--- src/design/vng_queue.sv ---
// ----------------------------------------------------------------------------
// vng_queue
// Two-entry queue between the front and back parts.
// ----------------------------------------------------------------------------
module vng_queue #(
  parameter int DW = 100
) (
  input  logic          clk_i,
  input  logic          rst_ni,
  input  logic          push_i,
  input  logic [DW-1:0] push_data_i,
  output logic          full_o,
  input  logic          pop_i,
  output logic [DW-1:0] head_o,
  output logic          empty_o
);

  localparam int DEPTH = 2;

  logic [DW-1:0] ent_q [DEPTH];
  logic          wp_q, rp_q;
  logic [1:0]    cnt_q;

  assign full_o  = (cnt_q == 2'd2);
  assign empty_o = (cnt_q == 2'd0);
  assign head_o  = ent_q[rp_q];

  // Store payload
  always_ff @(posedge clk_i) begin
    if (push_i) begin
      ent_q[wp_q] <= push_data_i;
    end
  end

  // Advance pointers and count
  always_ff @(posedge clk_i or negedge rst_ni) begin
    if (!rst_ni) begin
      wp_q  <= 1'b0;
      rp_q  <= 1'b0;
      cnt_q <= 2'd0;
    end else begin
      if (push_i) begin
        wp_q <= !wp_q;
      end
      if (pop_i) begin
        rp_q <= !rp_q;
      end
      if (push_i && !pop_i) begin
        cnt_q <= cnt_q + 2'd1;
      end else if (pop_i && !push_i) begin
        cnt_q <= cnt_q - 2'd1;
      end
    end
  end

endmodule

--- config.mk ---
export PLATFORM = sky130hd
export DESIGN_NAME = vng_queue
export DESIGN_NICKNAME = d
export VERILOG_FILES = /design/src/design/vng_queue.sv
export SDC_FILE = /design/constraint.sdc
export NUM_CORES = 1
export LEC_CHECK = 0
export BUFFER_PORTS_ARGS = -buffer_cell sky130_fd_sc_hd__buf_2
export CORE_MARGIN = 2
export CORE_UTILIZATION = 45
export DETAILED_ROUTE_END_ITERATION = 10
export HOLD_SLACK_MARGIN = 0.03
export PLACE_DENSITY = 0.7
export SLEW_MARGIN = 30
export SYNTH_ARGS = -nofsm -noshare
export SYNTH_HDL_FRONTEND = slang
export SYNTH_SLANG_ARGS = --single-unit
--- constraint.sdc ---
create_clock -name clk_i -period 6.36 [get_ports clk_i]
set_input_delay 0.636 -clock clk_i [delete_from_list [all_inputs] [get_ports clk_i]]
set_output_delay 0.636 -clock clk_i [all_outputs]
set_load 0.01 [all_outputs]
==> results of run 1 <==
synth_stat cells:
cell	instances	area (um2)
buf_2	1	5.000
inv_1	1	3.750
xnor2_1	1	8.760
mux2_4	90	1351
mux2_2	10	112.6
edfxtp_1	200	6006
dfrtp_1	4	100.1
buf_12	9	180.2
buf_6	1	11.26
xor2_1	4	35.03
nor2_1	2	7.510
nor2b_1	2	12.51
and2_1	1	6.260
ha_1	1	12.51
kinds of logic (layout without fill, tap and decap cells):
kind of cell / after synthesis / after routing
DFF: 204 / 204
muxes: 100 / 100
buffers and inverters: 12 / 248
xor gates and xnor gates: 5 / 5
and+or+nand+nor: 5 / 5
adders and majority gates: 1 / 1
other: 0 / 2
power groups by stage:
stage / logic (mW) / clock network, mW / registers [mW]
after floorplan: 1.03 / 0 / 1.90
after global placement: 1.27 / 0 / 1.95
after detailed placement: 1.28 / 0 / 1.97
after CTS: 1.29 / 1.19 / 1.94
after global routing: 1.35 / 1.23 / 1.96
final: 1.26 / 1.15 / 1.93
flip-flops by register name, indices dropped and copies added (netlist names):
signal and count:
cnt_q 2, ent_q 200, rp_q 1, wp_q 1
layer usage:
layer	wire length, um	vias to the layer above	share of wire, %	GRT usage [%]
li1	-	1742	-	-
met1	5038	1862	37	15.20
met2	7219	144	52	26.16
met3	1032	39	7.5	4.101
met4	491	0	3.6	6.655
met5	0	-	0	0
repair_timing:
| item | CTS | global route |
|---|---|---|
| hold buffers | 1 | 0 |
| setup endpoints to repair | 0 | 0 |
| endpoints found under the hold margin | 4 | 0 |
worst max-delay path, delay by kind of cell, from the launching register on:
kind	cells	cell delay, ps
buf+inv	2	780
flops	1	990
mux	1	420
through the flow:
stage	worst slack [ps]	hold slack [ps]	util, %	instances
CTS	2668	308.0	56.29	788
global placement	3225	441.4	52.44	750
detailed placement	3196	445.1	52.44	750
finish	2986	332.3	56.34	790
global route	2836	316.0	56.34	790
floorplan	800.2	340.4	-	327
area by class of cell:
| type | count | area share (%) |
|---|---|---|
| sequential | 204 | 63.13 |
| multi-input combinational | 111 | 16.08 |
| timing repair buffer | 210 | 11.05 |
| clock buffer | 24 | 5.546 |
| tap | 225 | 2.909 |
| clock inverter | 13 | 1.189 |
| antenna | 2 | 0.05171 |
| inverter | 1 | 0.03878 |
path summary, 6_finish.rpt:
kind / cells after the start / to
hold reg to reg: 1 / cnt_q[1]
min in group asynchronous: 2 / rp_q
setup / recovery: 3 / head_o[87]
setup reg to reg: 2 / ent_q[1][34]
max in group asynchronous: 2 / rp_q
hold / removal: 1 / ent_q[1][71]
==> summary.txt, run 1 <==
Run status
  – Status: finished, final reports clean

Timing
  – Post-Route Setup TNS: 0 ps
  – Final hold violation count: 0
  – Fin crit share: 53.04%
  – Rel. slew slack: 43.34%
  – Post-Route Skew: around 12 ps
  – RSZ-0062 raised after global routing: no
  – Fmax: 296.4 MHz
  – Max Transition Viols Final: 0
  – Setup violators final: 0
  – Worst-margin pin slew: 850.0 ps
  – Minimum clock period: between 3000 and 4000 ps

Routing
  – DR DRC count: 0
  – Vias per cell: 4.794
  – Via count: 3787
  – WL/cell: roughly 17 um
  – Routed WL: 13.78 mm
  – Drt first pass iters: 4
  – Drt initial violations: between 150 and 200
  – Antenna Violating Nets Remaining: 0

Finish
  – Most frequent cells in the layout: buf_2, edfxtp_1, mux2_4
  – Cell area after layout: 0.009678 mm2
  – Area delta synth->final: 23.25%
  – Nets: 654
  – Commonest non-fill, non-tap cell in the layout: buf_2
  – Layout cell share with drive strength beyond 1: 60.39%
  – Multi-input gate area: 0.001556 mm2
  – Register area: 0.006110 mm2
  – Fill count: 1349

Yosys
  – Post-synthesis simple-gate area fraction: 0.3346%
  – Multiplexer share of the synthesized area: 18.64%
  – Largest family of logic cells by synthesized area: multiplexers
  – Adder-cell area share of the yosys netlist: 0.1593%
  – Compound-cell area share of the yosys netlist: 0%
  – Post-Syn Area: 0.007853 mm2
  – Post-synthesis sequential area ratio: between 70% and 80%
  – Post-Synthesis Cells: 327
  – Syn Area/Cell: 24.01 um2
  – Syn_nets: 432
  – Synth Area in XOR/XNOR: 0.5577%
  – Number of synthesized register bits: 204
  – Netlist cell types: 14
  – Ys Warns: 0

Power and ir drop
  – Clock network fraction of total power: 26.5%
  – NetSw: 1.201 mW
  – Worst IR Drop VDD: 0.2327 mV
  – Power Total: 4.345 mW
  – Leak pwr: about 4 nW
  – Sw Ratio: 27.63%
  – Int Pwr: between 3 and 4 mW
  – Comb pwr share: between 20 and 30%
  – Seq pwr share: 44.5%
  – Power per cell area: 449.0 mW/mm2

Setup path
  – Critical path fanouts, max: 57
  – Worst Setup SP: rp_q
  – Slowest cell on crit path: dfrtp_4
  – Largest stage delay on the critical path: 990 ps
  – WP data arrival: 2740 ps
  – FF-to-FF Start: wp_q
  – Worst path required time: 5720 ps
  – Crit. End Element: output pin
  – Crit path kind: reg -> out
  – CP Launch Type: flip-flop
  – Worst-path cell chain: buf_6 > mux2_2 > buf_2
  – Reg-to-reg slack, setup: 4210 ps

Floorplanning
  – Die W: around 140 um
  – Die height: 136.1 um
  – Initial Utilization: a little under half
  – Core area: about 0.017 mm2
  – Die footprint: 0.01852 mm2
  – I/O pin count: roughly 200
  – Std-Cell Rows: 48

Clock network
  – Post-CTS setup buffers: 0
  – Root buffer cell: clkbuf_16
  – Clk buf depth: 3
  – Total CTS buffers: 21
  – Clk Latency, worst-skew pair: 490 ps
  – Resize count post-CTS: 0
  – CTS clock-pin slew for the worst setup and hold paths: 60 ps
  – CTS H-Tree Depth: 1
  – CTS tree: yes
  – CTS sink cnt: about 200

Placement
  – Buffers on Ports: 205
  – GPL Wtd Cong: between 0.7 and 0.8
  – Placed inst area: 0.009007 mm2
  – DP HPWL: 9.059 mm

Global routing
  – Gr ovfl total: 0
  – Initial antenna violation count: 3
  – First-pass GRT wire length: 20.35 mm
  – Largest net degree at the start of global routing: 58
  – Vias in the first global route: 3932
  – Total GRT Usage: 14.33%

Job
  – Max-cap violation count: 0

Min path
  – HP Start: push_data_i[71]
  – Worst min path class: in -> reg
Power figures use the tool's default switching activity.
==> run 2: changes to the inputs <==
- ABC_AREA: default -> 1
- clock period: 6.36 -> 3.4 ns (I/O delays scaled with it)
==> run 2 against run 1 <==
Net effect: routed wire length about the same; critical endpoint is now head_o[86]; via count increased by 3.6%; first-iteration DRC count increased by 8.2%; register-to-register slack got worse by 2500 ps; non-clock buffer count increased by 33; clock skew decreased by 6.1 ps; synthesized cell count increased by 2.8%; cell count increased by 5.2%; highest routed layer unchanged; total power increased by 90%.
==> summary.txt, run 2 <==
Run status
  – Status: finished, final reports clean

Routing
  – Antenna Violating Nets Remaining: 0
  – Vias per cell: about 4.7
  – Max Used Layer: met4
  – Drt initial violations: 198
  – Metal2 WL: 7.184 mm
  – Via count: 3924
  – Drt first pass iters: 6
  – Routed WL: 13.78 mm
  – Met3 WL: 1.214 mm
  – WL/cell: 16.58 um
  – DR DRC count: 0
  – M1 WL: 5.163 mm

Setup path
  – Worst path required time: 3060 ps
  – Slowest cell on crit path: buf_4
  – Critical path fanouts, max: 41
  – Worst-path cell chain: buf_4 > mux2_2 > buf_2
  – WP buf/inv: 2
  – Crit path kind: reg -> out
  – Largest stage delay on the critical path: between 500 and 600 ps
  – CP top delay family: buffers and inverters
  – WP data arrival: a little over 2000 ps
  – Crit. End Element: output pin
  – CP Launch Type: flip-flop

Clock network
  – CTS clock-pin slew for the worst setup and hold paths: 60 ps
  – CTS H-Tree Depth: 1
  – Total CTS buffers: 21
  – Clk Latency, worst-skew pair: ~480 ps
  – Root buffer cell: clkbuf_16
  – CTS sink cnt: 204
  – Post-CTS setup buffers: 0
  – Clk buf depth: 3
  – CTS tree: yes
  – Resize count post-CTS: 0

Finish
  – Nets: 696
  – Area delta synth->final: 28.04%
  – Commonest non-fill, non-tap cell in the layout: buf_2
  – Max FFs per register: 200
  – Largest regs: ent_q (200), cnt_q (2)
  – Fill count: 1312
  – Util after Layout: 58.68%
  – Layout cell share with drive strength beyond 1: a little under three fifths
  – Largest Register: ent_q
  – Most frequent cells in the layout: buf_2, edfxtp_1, mux2_4

Yosys
  – Number of flops mapped to enable cells by yosys: 200
  – Syn_nets: 441
  – Syn Area/Cell: approximately 23 um2
  – Number of synthesized register bits: 204
  – Asr flop ratio synth: 1.961%
  – Post-Synthesis Cells: roughly 340
  – Top cell type's share of synthesized area: between 70% and 80%
  – Post-synthesis sequential area ratio: 77.56%
  – Ys Warns: 0
  – Main flop type after synthesis: edfxtp_1
  – Cell taking the most area after synthesis: edfxtp_1
  – Post-synth top cells: edfxtp_1, mux2_4, mux2_2, buf_12, inv_1
  – Area contributors post-synth: edfxtp_1, mux2_4, buf_12
  – Post-Syn Area: 0.007873 mm2
  – Netlist cell types: 15
  – Top-count cell post-synth: edfxtp_1

Power and ir drop
  – Sw Ratio: roughly 27%
  – Int Pwr: 6.005 mW
  – Worst IR Drop VDD: 0.5468 mV
  – Leak pwr: 4.101 nW
  – Seq pwr share: a little over two fifths
  – NetSw: between 2 and 2.5 mW
  – Comb pwr share: 30.8%
  – Power per cell area: around 800 mW/mm2
  – Clock network fraction of total power: 27.2%

Floorplanning
  – Die W: 136.3 um
  – I/O pin count: 206
  – Die footprint: around 0.019 mm2
  – Std-Cell Rows: 48
  – Core area: 0.01718 mm2
  – Initial Utilization: 45.83%
  – Die height: 136.3 um

Global routing
  – Initial antenna violation count: 1
  – Gr ovfl total: 0
  – Total GRT Usage: between 10% and 20%
  – Vias in the first global route: 4113
  – First-pass GRT wire length: 20.36 mm
  – Largest net degree at the start of global routing: 61

Timing
  – RSZ-0062 raised after global routing: no
  – Max Transition Viols Final: 0
  – Worst-margin pin slew: between 700 and 800 ps
  – Rel. slew slack: ~51%
  – Minimum clock period: approximately 2400 ps
  – Post-Route Setup TNS: 0 ps
  – Fmax: 420.4 MHz
  – Fin crit share: 69.97%
  – Post-Route Skew: 5.871 ps
  – Worst Hold Slack: slightly above 50 ps
  – Final hold violation count: 0
  – Setup violators final: 0

Placement
  – Buffers on Ports: 205
  – DP HPWL: 8.928 mm
  – GPL Wtd Cong: 0.6897

Min path
  – Worst min path class: in -> reg

Job
  – Max-cap violation count: 0
-- run 2: changes by cell type in the layout (fill, tap and decap cells not counted), moves of 2 or more --
cell / delta
dlygate4sd3_1: +32
clkinv_2: +3
inv_6: +2
nand2_1: +5
xor2_1: -2
clkinv_1: -4
buf_12: +2
inv_1: +5
-- run 2: power by group through the flow --
stage	Clock, mW	Sequential (mW)	Combinational [mW]
after floorplan	0	3.51	1.94
after global placement	0	3.50	2.53
after detailed placement	0	3.53	2.55
after CTS	2.32	3.48	2.58
after global routing	2.42	3.52	2.73
final	2.25	3.48	2.55
-- run 2: kinds of logic after synthesis --
| group | count (synthesis) | synth area share, % |
|---|---|---|
| xor+xnor | 3 | 0.3338 |
| mux | 100 | 18.60 |
| flops | 204 | 77.56 |
| simple gates | 10 | 0.5245 |
| buf+inv | 18 | 2.829 |
| fa+ha+maj | 1 | 0.1589 |
-- run 2: final timing paths --
path / startpoint / endpoint / slack [ps] / cells after the start
worst max-delay path: rp_q / head_o[86] / 1020 / 3
worst min-delay path: push_data_i[73] / ent_q[0][73] / 50 / 1
worst max register to register: wp_q / ent_q[1][71] / 1670 / 3
worst min register to register: cnt_q[1] / cnt_q[1] / 520 / 2
max in group asynchronous: rst_ni / rp_q / 3050 / 2
min in group asynchronous: rst_ni / cnt_q[0] / 210 / 2
-- run 2: what timing repair did --
item,in CTS,in global routing
hold buffers,24,9
endpoints found under the hold margin,48,16
endpoints found under the setup margin,0,0
-- run 2: cell type report --
cell class / instances / area (um2) / area share [%]
antenna: 1 / 2.502 / 0.02483
clock inverter: 14 / 153.9 / 1.527
clock buffer: 23 / 533.0 / 5.288
sequential: 204 / 6110 / 60.61
tap: 225 / 281.5 / 2.793
timing repair buffer: 243 / 1419 / 14.08
multi-input combinational: 114 / 1551 / 15.39
inverter: 7 / 28.78 / 0.2855
-- run 2: through the flow --
step | cells | cell area [um2] | power, mW | worst slack (ps)
2_1_floorplan | 336 | 7880 | 5.452 | 539.7
3_3_place_gp | 760 | 9060 | 6.026 | 1528
3_5_place_dp | 760 | 9060 | 6.087 | 1510
4_1_cts | 821 | 9987 | 8.383 | 993.6
5_1_grt | 830 | 10080 | 8.668 | 924.6
6_report | 831 | 10080 | 8.275 | 1021
-- run 2: metal layers --
layer  global-route usage (%)  up-vias
met5                        0        -
met3                    4.884       20
met2                    25.85      146
met1                    15.48     1922
li1                         -     1836
met4                    4.225        0
